[src/mli_pkg.sv]
`default_nettype none
package mli_pkg;

	localparam int CHANNELS_DEF = 16;
	localparam int CHAN_W       = 4;
	localparam int SMP_W        = 16;
	localparam int COEF_W       = 16;

	typedef logic [CHAN_W-1:0]        chan_t;
	typedef logic signed [SMP_W-1:0]  sample_t;
	typedef logic [COEF_W-1:0]        coef_t;

	typedef enum logic {
		FUNC_FILTER = 1'b0,
		FUNC_LOAD   = 1'b1
	} func_t;

	typedef struct packed {
		coef_t   decay;
		sample_t lvl_real;
		sample_t lvl_imag;
	} entry_t;

endpackage
`default_nettype wire

[src/mli_if.sv]
`default_nettype none
interface mli_item_if;
	logic            valid;
	logic            ready;
	logic            func;
	mli_pkg::chan_t  channel;
	logic            start_req;
	mli_pkg::sample_t in_real;
	mli_pkg::sample_t in_imag;
	mli_pkg::coef_t  coef;

	modport source (
		output valid, func, channel, start_req, in_real, in_imag, coef,
		input  ready
	);
	modport sink (
		input  valid, func, channel, start_req, in_real, in_imag, coef,
		output ready
	);
endinterface

interface mli_result_if;
	logic             valid;
	logic             ready;
	mli_pkg::chan_t   out_channel;
	mli_pkg::sample_t out_real;
	mli_pkg::sample_t out_imag;

	modport source (
		output valid, out_channel, out_real, out_imag,
		input  ready
	);
	modport sink (
		input  valid, out_channel, out_real, out_imag,
		output ready
	);
endinterface
`default_nettype wire

[src/multichannel_leaky_integrator.sv]
// Per-channel first-order leaky integrator, y = a*y_prev + (1-a)*x on the real part and,
// with complex mode set via cfg_wr_en, on the imaginary part (else zero); Q1.15 samples,
// a Q0.16 decay per channel, round-to-nearest. A load beat (func 1) stores the decay of a
// channel and gives no result; a filter beat gives one result; a beat for a channel at or
// beyond CHANNELS is dropped. The block takes one beat per cycle unless the result side
// stalls: a beat reads its channel entry from a one-read one-write RAM in the cycle it is
// accepted, is updated in the next cycle and written back as it leaves stage one, with
// forwarding when the following beat hits the same channel; a filter result is registered
// as its beat leaves stage one. State is all zero after reset without any clearing pass.
`default_nettype none
module multichannel_leaky_integrator #(
	parameter int CHANNELS = mli_pkg::CHANNELS_DEF
) (
	input  wire logic     clk,
	input  wire logic     arst_n,
	input  wire logic     cfg_wr_en,
	input  wire logic     cfg_wr_data,
	mli_item_if.sink      item,
	mli_result_if.source  result
);

	localparam int AW    = (CHANNELS > 1) ? $clog2(CHANNELS) : 1;
	localparam int CMP_W = mli_pkg::CHAN_W + AW + 1;
	localparam int EW    = $bits(mli_pkg::entry_t);

	logic complex_enable_q;

	logic             accept;
	logic [CMP_W-1:0] in_chan_w;
	logic [AW-1:0]    in_addr;
	logic             in_range;

	logic             valid_s1;
	logic             func_s1;
	logic [AW-1:0]    addr_s1;
	mli_pkg::chan_t   chan_s1;
	logic             range_s1;
	logic             start_s1;
	mli_pkg::sample_t real_s1;
	mli_pkg::sample_t imag_s1;
	mli_pkg::coef_t   coef_s1;
	logic             hit_s1;
	logic             byp_s1;
	mli_pkg::entry_t  byp_data_s1;

	logic [CHANNELS-1:0] written_q;

	logic [EW-1:0]    ram_rdata;
	mli_pkg::entry_t  cur;
	mli_pkg::sample_t prev_real;
	mli_pkg::sample_t prev_imag;
	mli_pkg::sample_t leak_real;
	mli_pkg::sample_t leak_imag;
	mli_pkg::sample_t new_imag;

	logic             emit_s1;
	logic             adv_s1;
	logic             wr_en;
	mli_pkg::entry_t  wr_data;

	logic             out_valid_q;
	mli_pkg::chan_t   out_channel_q;
	mli_pkg::sample_t out_real_q;
	mli_pkg::sample_t out_imag_q;

	always_ff @(posedge clk or negedge arst_n) begin
		if (!arst_n) begin
			complex_enable_q <= 1'b0;
		end else if (cfg_wr_en) begin
			complex_enable_q <= cfg_wr_data;
		end
	end

	assign accept    = item.valid && item.ready;
	assign in_chan_w = CMP_W'(item.channel);
	assign in_addr   = in_chan_w[AW-1:0];
	assign in_range  = in_chan_w < CMP_W'(CHANNELS);

	assign emit_s1    = valid_s1 && range_s1 && (func_s1 == mli_pkg::FUNC_FILTER);
	assign adv_s1     = valid_s1 && (!emit_s1 || !out_valid_q || result.ready);
	assign item.ready = !valid_s1 || adv_s1;

	mli_ram #(
		.WIDTH (EW),
		.DEPTH (CHANNELS)
	) u_state_ram (
		.clk   (clk),
		.we    (wr_en),
		.waddr (addr_s1),
		.wdata (wr_data),
		.re    (accept),
		.raddr (in_addr),
		.rdata (ram_rdata)
	);

	always_comb begin
		if (byp_s1) begin
			cur = byp_data_s1;
		end else if (hit_s1) begin
			cur = mli_pkg::entry_t'(ram_rdata);
		end else begin
			cur = '0;
		end
	end

	assign prev_real = start_s1 ? '0 : cur.lvl_real;
	assign prev_imag = start_s1 ? '0 : cur.lvl_imag;

	mli_leak u_leak_real (
		.decay (cur.decay),
		.prev  (prev_real),
		.x     (real_s1),
		.y     (leak_real)
	);

	mli_leak u_leak_imag (
		.decay (cur.decay),
		.prev  (prev_imag),
		.x     (imag_s1),
		.y     (leak_imag)
	);

	assign new_imag = complex_enable_q ? leak_imag : '0;

	assign wr_en = adv_s1 && range_s1;

	always_comb begin
		wr_data = cur;
		if (func_s1 == mli_pkg::FUNC_LOAD) begin
			wr_data.decay = coef_s1;
		end else begin
			wr_data.lvl_real = leak_real;
			wr_data.lvl_imag = new_imag;
		end
	end

	// advance stage one; forward the write-back when the next beat hits the same entry
	always_ff @(posedge clk or negedge arst_n) begin
		if (!arst_n) begin
			valid_s1 <= 1'b0;
		end else if (accept) begin
			valid_s1 <= 1'b1;
		end else if (adv_s1) begin
			valid_s1 <= 1'b0;
		end
	end

	always_ff @(posedge clk) begin
		if (accept) begin
			func_s1     <= item.func;
			addr_s1     <= in_addr;
			chan_s1     <= item.channel;
			range_s1    <= in_range;
			start_s1    <= item.start_req;
			real_s1     <= item.in_real;
			imag_s1     <= item.in_imag;
			coef_s1     <= item.coef;
			hit_s1      <= in_range && written_q[in_addr];
			byp_s1      <= wr_en && (addr_s1 == in_addr);
			byp_data_s1 <= wr_data;
		end
	end

	always_ff @(posedge clk or negedge arst_n) begin
		if (!arst_n) begin
			written_q <= '0;
		end else if (wr_en) begin
			written_q[addr_s1] <= 1'b1;
		end
	end

	always_ff @(posedge clk or negedge arst_n) begin
		if (!arst_n) begin
			out_valid_q <= 1'b0;
		end else if (adv_s1 && emit_s1) begin
			out_valid_q <= 1'b1;
		end else if (result.ready) begin
			out_valid_q <= 1'b0;
		end
	end

	always_ff @(posedge clk) begin
		if (adv_s1 && emit_s1) begin
			out_channel_q <= chan_s1;
			out_real_q    <= leak_real;
			out_imag_q    <= new_imag;
		end
	end

	assign result.valid       = out_valid_q;
	assign result.out_channel = out_channel_q;
	assign result.out_real    = out_real_q;
	assign result.out_imag    = out_imag_q;

	a_emit_loads_out : assert property (@(posedge clk) disable iff (!arst_n)
		adv_s1 && emit_s1 |=> out_valid_q)
		else $error("filtered beat did not reach the result register");

	a_out_no_drop : assert property (@(posedge clk) disable iff (!arst_n)
		out_valid_q && !result.ready |=> out_valid_q)
		else $error("pending result dropped while stalled");

	a_s1_hold : assert property (@(posedge clk) disable iff (!arst_n)
		valid_s1 && !adv_s1 |=> valid_s1 && $stable(addr_s1) && $stable(func_s1))
		else $error("stage one changed while blocked");

	a_pass_through : assert property (@(posedge clk) disable iff (!arst_n)
		emit_s1 && (cur.decay == '0) |-> leak_real == real_s1)
		else $error("zero decay did not pass the sample through");

endmodule
`default_nettype wire

[src/mli_ram.sv]
`default_nettype none
module mli_ram #(
	parameter int WIDTH = 48,
	parameter int DEPTH = 16,
	localparam int AW   = (DEPTH > 1) ? $clog2(DEPTH) : 1
) (
	input  wire logic             clk,
	input  wire logic             we,
	input  wire logic [AW-1:0]    waddr,
	input  wire logic [WIDTH-1:0] wdata,
	input  wire logic             re,
	input  wire logic [AW-1:0]    raddr,
	output      logic [WIDTH-1:0] rdata
);

	logic [WIDTH-1:0] mem [DEPTH];

	always_ff @(posedge clk) begin
		if (we) begin
			mem[waddr] <= wdata;
		end
		if (re) begin
			rdata <= mem[raddr];
		end
	end

endmodule
`default_nettype wire

[src/mli_leak.sv]
`default_nettype none
module mli_leak (
	input  wire mli_pkg::coef_t   decay,
	input  wire mli_pkg::sample_t prev,
	input  wire mli_pkg::sample_t x,
	output      mli_pkg::sample_t y
);

	// a*prev + (1-a)*x == x*2^16 + a*(prev - x)
	logic signed [16:0] diff;
	logic signed [16:0] a_s;
	logic signed [33:0] prod;
	logic signed [33:0] x_sh;
	logic signed [33:0] sum;

	assign diff = {prev[15], prev} - {x[15], x};
	assign a_s  = {1'b0, decay};
	assign prod = diff * a_s;
	assign x_sh = {{2{x[15]}}, x, 16'h0000};
	assign sum  = x_sh + prod + 34'sd32768;
	assign y    = sum[31:16];

endmodule
`default_nettype wire

[src/flat_wrapper.sv]
// flat-port wrapper written by rule: the top's interface ports become plain ports
module multichannel_leaky_integrator_flat 
#(
	parameter int CHANNELS = mli_pkg::CHANNELS_DEF
)
  (clk, arst_n, cfg_wr_en, cfg_wr_data, item_valid, item_func, item_channel, item_start_req, item_in_real, item_in_imag, item_coef, item_ready, result_valid, result_out_channel, result_out_real, result_out_imag, result_ready);
  mli_item_if item_i ();
  mli_result_if result_i ();
  input  wire logic clk;
  input  wire logic arst_n;
  input  wire logic cfg_wr_en;
  input  wire logic cfg_wr_data;
  input wire logic [$bits(item_i.valid)-1:0] item_valid;
  input wire logic [$bits(item_i.func)-1:0] item_func;
  input wire logic [$bits(item_i.channel)-1:0] item_channel;
  input wire logic [$bits(item_i.start_req)-1:0] item_start_req;
  input wire logic [$bits(item_i.in_real)-1:0] item_in_real;
  input wire logic [$bits(item_i.in_imag)-1:0] item_in_imag;
  input wire logic [$bits(item_i.coef)-1:0] item_coef;
  output wire logic [$bits(item_i.ready)-1:0] item_ready;
  output wire logic [$bits(result_i.valid)-1:0] result_valid;
  output wire logic [$bits(result_i.out_channel)-1:0] result_out_channel;
  output wire logic [$bits(result_i.out_real)-1:0] result_out_real;
  output wire logic [$bits(result_i.out_imag)-1:0] result_out_imag;
  input wire logic [$bits(result_i.ready)-1:0] result_ready;
  assign item_i.valid = item_valid;
  assign item_i.func = item_func;
  assign item_i.channel = item_channel;
  assign item_i.start_req = item_start_req;
  assign item_i.in_real = item_in_real;
  assign item_i.in_imag = item_in_imag;
  assign item_i.coef = item_coef;
  assign item_ready = item_i.ready;
  assign result_valid = result_i.valid;
  assign result_out_channel = result_i.out_channel;
  assign result_out_real = result_i.out_real;
  assign result_out_imag = result_i.out_imag;
  assign result_i.ready = result_ready;
  multichannel_leaky_integrator #(.CHANNELS(CHANNELS)) u_core (.clk(clk), .arst_n(arst_n), .cfg_wr_en(cfg_wr_en), .cfg_wr_data(cfg_wr_data), .item(item_i), .result(result_i));
endmodule
[config.mk]
export PLATFORM = sky130hd
export DESIGN_NAME = multichannel_leaky_integrator_flat
export DESIGN_NICKNAME = d
export VERILOG_FILES = /design/src/mli_pkg.sv /design/src/mli_if.sv /design/src/multichannel_leaky_integrator.sv /design/src/mli_ram.sv /design/src/mli_leak.sv /design/src/flat_wrapper.sv
export SDC_FILE = /design/constraint.sdc
export NUM_CORES = 2
export LEC_CHECK = 0
export BUFFER_PORTS_ARGS = -buffer_cell sky130_fd_sc_hd__buf_2
export CAP_MARGIN = 20
export CORE_ASPECT_RATIO = 1.2
export CORE_MARGIN = 2
export CORE_UTILIZATION = 64
export DETAILED_ROUTE_END_ITERATION = 12
export GPL_TIMING_DRIVEN = 0
export PLACE_DENSITY_LB_ADDON = 0.12
export SKIP_CTS_REPAIR_TIMING = 1
export SYNTH_ARGS = -nofsm -noshare
export SYNTH_HDL_FRONTEND = slang
export SYNTH_SLANG_ARGS = --single-unit
[constraint.sdc]
create_clock -name clk -period 13.19 [get_ports clk]
set_input_delay 1.319 -clock clk [delete_from_list [all_inputs] [get_ports clk]]
set_output_delay 1.319 -clock clk [all_outputs]
set_load 0.02 [all_outputs]
---- Word-level counts from Yosys, hierarchy flattened ----
Memory sizes are Yosys's and may differ from the RTL's. A register that Yosys moved wholly into a read port is not among the register bits.
Cells that the tools add are included.
storage, ports and cells
  register bits after elaboration ......... 160
  memory bits (writable) .................. 768
  bits of input ports ..................... 60
  output and inout bits ................... 38
  word-level logic and storage cells ...... 69
  memories kept ........................... 1
cells by class
  add/subtract/negate cells ............... 6
  $mul .................................... 2
  magnitude comparators ................... 4
  eq/ne operators ......................... 1
  mux-type cells .......................... 17
  bitwise gates (word level) .............. 2
  reductions and logical operators ........ 17
memory list
  memory                  depth  bits a word  rd ports  clocked after Yosys merged registers in  write ports  line           text
  u_core.u_state_ram.mem  16     48           1         1                                        1            mli_ram.sv:16  logic [WIDTH-1:0] mem [DEPTH];
operators with widths
  kind                                                                count
  two-way mux 48 bit                                                  2
  adder 32 x 17 -> 32 bit (second input constant)                     2
  adder 32 bit                                                        2
  multiplier 17 x 17 -> 32 bit                                        2
  two-way mux 16 bit                                                  4
  subtractor 16 x 16 -> 17 bit                                        2
  two-way mux 32 bit                                                  1
  OR 16 bit                                                           1
  < comparator 4 x 5 -> 1 bit (second input constant)                 3
  logical AND 1 bit                                                   9
  two-way mux 1 bit                                                   8
  binary-select mux 1 bit (select 4 bit)                              1
  demux 1 bit (select 4 bit)                                          1
  equality test 4 bit                                                 1
  greater-or-equal comparator 4 x 1 -> 1 bit (second input constant)  1
  nonzero test 2 bit                                                  2
  zero test 1 bit                                                     3
  logical OR 1 bit                                                    3
  inverter 1 bit                                                      1

---- Depth between registers and ports, before layout ----
  depth after elaboration ................. 9
  depth in mapped cells ................... 40
  mapped depth without buffers ............ 36

---- Cells and area by module ----
A second synthesis with hierarchy kept.
unflattened totals
  cell total of the unflattened synthesis .. 4410
  area, all modules ....................... 60628.1 um^2
modules (own cells, without submodules)
  module                          times used  cells an instance  area each (um^2)  seq. area each (um^2)
  mli_ram                         1           1242               30175.2           24503.5
  mli_leak at u_core.u_leak_real  1           1449               12423.2           0.0
  mli_leak at u_core.u_leak_imag  1           1308               11745.0           0.0
  multichannel_leaky_integrator   1           411                6284.8            4679.5

---- Least setup slack after synthesis ----
OpenSTA, ideal clock, no wires.
  kind .................................... reg-to-reg
  start ................................... register u_core.byp_s1
  end ..................................... register u_core.byp_data_s1[30] in the netlist's numbering, data pin
  setup time .............................. 0.349 ns
  data arrival time ....................... 9.339 ns
  required time ........................... 12.841 ns
  setup slack ............................. 3.502 ns
  stages on the path, launching flop included .. 40
  path buffers ............................ 4
  period minus slack after synthesis ...... 9.688 ns
  cell sequence ........................... edfxtp_1 -> buf_4 -> nor2b_1 -> clkbuf_1 -> clkbuf_1 -> buf_1 -> a22oi_1 -> or2_2 -> ha_1 -> fa_1 -> nor2b_1 -> o31a_1 -> nor2_1 -> o21ai_0 -> nand3_1 -> nand2_1 -> xnor2_1 -> nor2_1 -> [... 4 more ...] -> fa_1 -> inv_1 -> fa_1 -> inv_1 -> fa_1 -> inv_1 -> fa_1 -> inv_1 -> ha_1 -> nor2_1 -> a21oi_1 -> a31oi_1 -> a311o_1 -> nand2_1 -> a21oi_2 -> o21ai_1 -> a211oi_1 -> o31ai_1
on the way
  longest elaborated chain between the ends .. 7
ends and longest elaborated chain
  element                           line                                  text
  start, declared                   multichannel_leaky_integrator.sv:43   logic byp_s1;
  start signal, assigned            multichannel_leaky_integrator.sv:159  byp_s1 <= wr_en && (addr_s1 == in_addr);
  two-way mux 48 bit (*)            multichannel_leaky_integrator.sv:97   if (byp_s1) begin
  two-way mux 16 bit                multichannel_leaky_integrator.sv:106  assign prev_real = start_s1 ? '0 : cur.lvl_real;
  subtractor 16 x 16 -> 17 bit      mli_leak.sv:16                        assign diff = {prev[15], prev} - {x[15], x};
  multiplier 17 x 17 -> 32 bit      mli_leak.sv:18                        assign prod = diff * a_s;
  adder 32 bit                      mli_leak.sv:20                        assign sum = x_sh + prod + 34'sd32768;
  adder 32 x 17 -> 32 bit           mli_leak.sv:20
  two-way mux 32 bit (*)            multichannel_leaky_integrator.sv:129  if (func_s1 == mli_pkg::FUNC_LOAD) begin
  via u_core.u_state_ram.wdata[30]  mli_ram.sv:10                         input wire logic [WIDTH-1:0] wdata,
  end signal, assigned              multichannel_leaky_integrator.sv:160  byp_data_s1 <= wr_data;
  end, declared                     multichannel_leaky_integrator.sv:44   mli_pkg::entry_t byp_data_s1;
Mark *: on every way through the listed nets, which the timed path passes. The rest lies on a longest branch.
A chain may end at the register's enable or synchronous reset.

---- Final worst setup path ----
  start ................................... register u_core.byp_s1
  end ..................................... register u_core.byp_data_s1[11] in the netlist's numbering, data pin
on the way
  longest elaborated chain between the ends .. 8
ends and longest elaborated chain
  element                           line                                  text
  two-way mux 48 bit (*)            multichannel_leaky_integrator.sv:97
  two-way mux 16 bit                multichannel_leaky_integrator.sv:107  assign prev_imag = start_s1 ? '0 : cur.lvl_imag;
  subtractor 16 x 16 -> 17 bit      mli_leak.sv:16
  multiplier 17 x 17 -> 32 bit (*)  mli_leak.sv:18
  adder 32 bit (*)                  mli_leak.sv:20
  adder 32 x 17 -> 32 bit (*)       mli_leak.sv:20
  two-way mux 16 bit (*)            multichannel_leaky_integrator.sv:123  assign new_imag = complex_enable_q ? leak_imag : '0;
  via u_core.new_imag[11]           multichannel_leaky_integrator.sv:54   mli_pkg::sample_t new_imag;
  two-way mux 32 bit (*)            multichannel_leaky_integrator.sv:129
  via u_core.u_state_ram.wdata[11]  mli_ram.sv:10
Marks and branches as above.

==> results.py <==
metrics = {
    "clock_tree": {
        "h-tree-depth": 3,
        "cts_tree": "built",
        "numCtsBuffers": 91,
        "cts.path.max_buffers": 3,
        "clock_sinks": 975,
        "cts.clk_slew.worst_paths_ns": 0.07,
        "cts-root-buf": "clkbuf_16",
        "clk_latency_ns": 0.69,
    },
    "critical_path": {
        "endpoint": "u_core.byp_data_s1[11]",
        "critPathMostFrequentCell": "fa_1",
        "worst-path-buf-inv": 9,
        "cp-startpoint": "u_core.byp_s1",
        "cp_data_arrival_time_ns": 13.08,
        "reg2reg_depth": 37,
        "cp.depth": 37,
        "critPathMaxStageDelay_ns": 0.71,
        "critPathKind": "reg -> reg",
        "start_kind": "flop",
        "ff2ff_setup_slack_ns": 0.41,
        "slowest_stage": "buf_1",
        "crit_required_ns": 13.49,
        "cp_max_fo": 17,
        "cp_top_family": "adder cells",
        "regToRegStartpoint": "u_core.byp_s1",
        "critical_path.endpoint_type": "flop",
        "r2r_end": "u_core.byp_data_s1[11]",
    },
    "finish": {
        "fin_cells": 5749,
        "area.growth.synth_to_final_pct": 11.0,
        "drive_gt1_frac": 0.148,
        "layout.nets": 5292,
        "num_antenna_cells": 0,
    },
    "yosys": {
        "ys.flop_type": "edfxtp_1",
        "synth_top_area_cell": "edfxtp_1",
        "netlist_instances": 4150,
        "syn_nets": 5005,
        "synth.top_cell.area_share": 0.486,
        "ys_ff_latch": 975,
        "synth_edf_count": 956,
        "async_flop_share": 0.0195,
        "yosysSeqAreaShare": 0.494,
        "yosysWarnings": 0,
        "synth_area_per_cell_um2": 14.2,
        "synth_area_leaders": "edfxtp_1 49%, fa_1 19%, mux4_2 9.3%",
        "synth_cell_type_count": 72,
        "syn-cell-area_mm2": 0.0591,
    },
    "drt": {
        "drc_errors": 0,
        "final_antenna_net_count": 0,
        "wl_met1_um": 58400,
        "met2_length_um": 83200,
        "first_pass_iters": 7,
        "top_layer": "met5",
        "wl_per_cell_um": 29.0,
        "wl_met3_um": 13900,
        "drt-initial-drc-count": 3915,
        "avgViaCountPerCell": 6.22,
        "dr_total_vias": 35755,
        "routed_wl_um": 167000,
    },
    "min_path": {
        "hold_start": "u_core.written_q[14]",
        "min_path_type": "reg -> reg",
    },
    "timing": {
        "fin_crit_ns": 12.78,
        "slew_headroom": 0.100,
        "clock.fmax_mhz": 78.2,
        "finalHoldViolations": 0,
        "rsz0062_at_grt": "false",
        "maxSlewViolCount": 0,
        "tightest_slew_ns": 1.35,
        "period_share": 0.969,
        "finalSetupViolations": 0,
        "setup_ws_ns": 0.405,
        "finClkSkew_ns": 0.0474,
    },
    "floorplanning": {
        "coreArea_mm2": 0.0919,
        "dieArea_mm2": 0.0948,
        "initial_utilization": 0.643,
        "die_width_um": 281,
        "placementRows": 122,
        "die_y_um": 337,
        "io_pins": 98,
    },
    "global_route": {
        "grt_pass1_wl_um": 243000,
        "grt_pass1_vias": 37674,
        "grt_max_degree": 36,
        "track_usage": 0.363,
        "grt_overflow": 0,
        "antenna_found_initial": 5,
    },
    "flow_run": {
        "drv_cap": 0,
    },
    "outcome": {
        "status": "finished clean",
    },
    "place": {
        "dp.cells": 5566,
        "hpwl_um": 121000,
        "gp_congestion": 0.995,
        "port_buffers": 97,
        "dp_slack_ns": 0.586,
    },
}
layout by cell type (no fill, tap or decap), types with 92 or more instances in the layout:
cell,Yosys,routed
clkbuf_1,123,133
nor2_1,409,394
clkbuf_16,0,92
fa_1,573,573
inv_1,773,773
ha_1,222,222
mux4_2,245,245
buf_2,9,107
edfxtp_1,956,956
nand2_1,216,216
Yosys cell counts (all sizes together) (3+ instances only):
master   number
a211oi        6
xnor2        88
fa          573
a21o         45
and3          5
a22o         15
or3           9
a22oi        48
edfxtp      956
mux4        245
nand2       217
inv         773
dfrtp        19
xor2         43
and4          3
nand3        10
or2          25
buf          31
mux2         16
nand4b        3
o21bai        4
a31oi         5
and2         12
a31o          5
a2111oi       4
o21ai        49
nand4         9
nand2b       48
o211ai        6
a21oi        50
clkbuf      123
o21a          8
nor2b        12
ha          222
nor3         26
o31ai         4
nor2        409
flip-flops by register name, indices dropped and copies added (netlist names):
signal / cells
u_core.addr_s1: 4
u_core.byp_data_s1: 48
u_core.byp_s1: 1
u_core.coef_s1: 16
u_core.complex_enable_q: 1
u_core.func_s1: 1
u_core.hit_s1: 1
u_core.imag_s1: 16
u_core.real_s1: 16
u_core.result.out_channel: 4
u_core.result.out_imag: 16
u_core.result.out_real: 16
u_core.result.valid: 1
u_core.start_s1: 1
u_core.u_state_ram.mem: 768
u_core.u_state_ram.rdata: 48
u_core.valid_s1: 1
u_core.written_q: 16
routing by layer:
metal,up-vias,GRT usage
met2,2068,0.605
met4,2,0.218
met5,-,0
met3,531,0.0534
met1,18496,0.456
li1,14658,-
layout make-up:
| cell class | instances | area [um2] |
|---|---|---|
| Buffer | 154 | 593 |
| Clock buffer | 104 | 2370 |
| Clock inverter | 61 | 588 |
| Fill cell | 6126 | 26300 |
| Inverter | 773 | 2900 |
| Multi-Input combinational cell | 2248 | 26600 |
| Sequential cell | 975 | 29200 |
| Tap cell | 1240 | 1550 |
| Timing Repair Buffer | 194 | 1840 |
through the flow:
stage | area (um2) | setup TNS (ns) | util | hold WS [ns]
6_report | 65600 | 0 | 0.714 | 0.471
5_1_grt | 65600 | 0 | 0.714 | 0.482
4_1_cts | 65400 | 0 | 0.711 | 0.476
3_5_place_dp | 62400 | 0 | 0.679 | 0.452
3_3_place_gp | 61100 | -3.69 | 0.665 | 0.446
2_1_floorplan | 59100 | 0 | - | 0.424
worst min path at each step:
stage                                              end  slack, ns  cells past startpoint
after floorplan           u_core.result.out_channel[1]       0.42                      0
final                             u_core.written_q[14]       0.47                      1
after global placement            u_core.written_q[15]       0.45                      1
after detailed placement           u_core.written_q[9]       0.45                      1
after global routing               u_core.written_q[2]       0.48                      1
after CTS                         u_core.written_q[15]       0.48                      1
cell families after synthesis:
family | after synthesis | synth area share
AND/OR/NAND/NOR | 796 | 0.0579
multiplexers | 261 | 0.0964
buffers and inverters | 927 | 0.0591
adder cells (fa/ha/maj) | 795 | 0.241
AO/OA/AOI/OAI | 265 | 0.0319
XOR/XNOR | 131 | 0.0198
flip-flops | 975 | 0.494
Power is not shown: default switching activity piles up to over one toggle a cycle in this logic, so the estimate is an artifact.
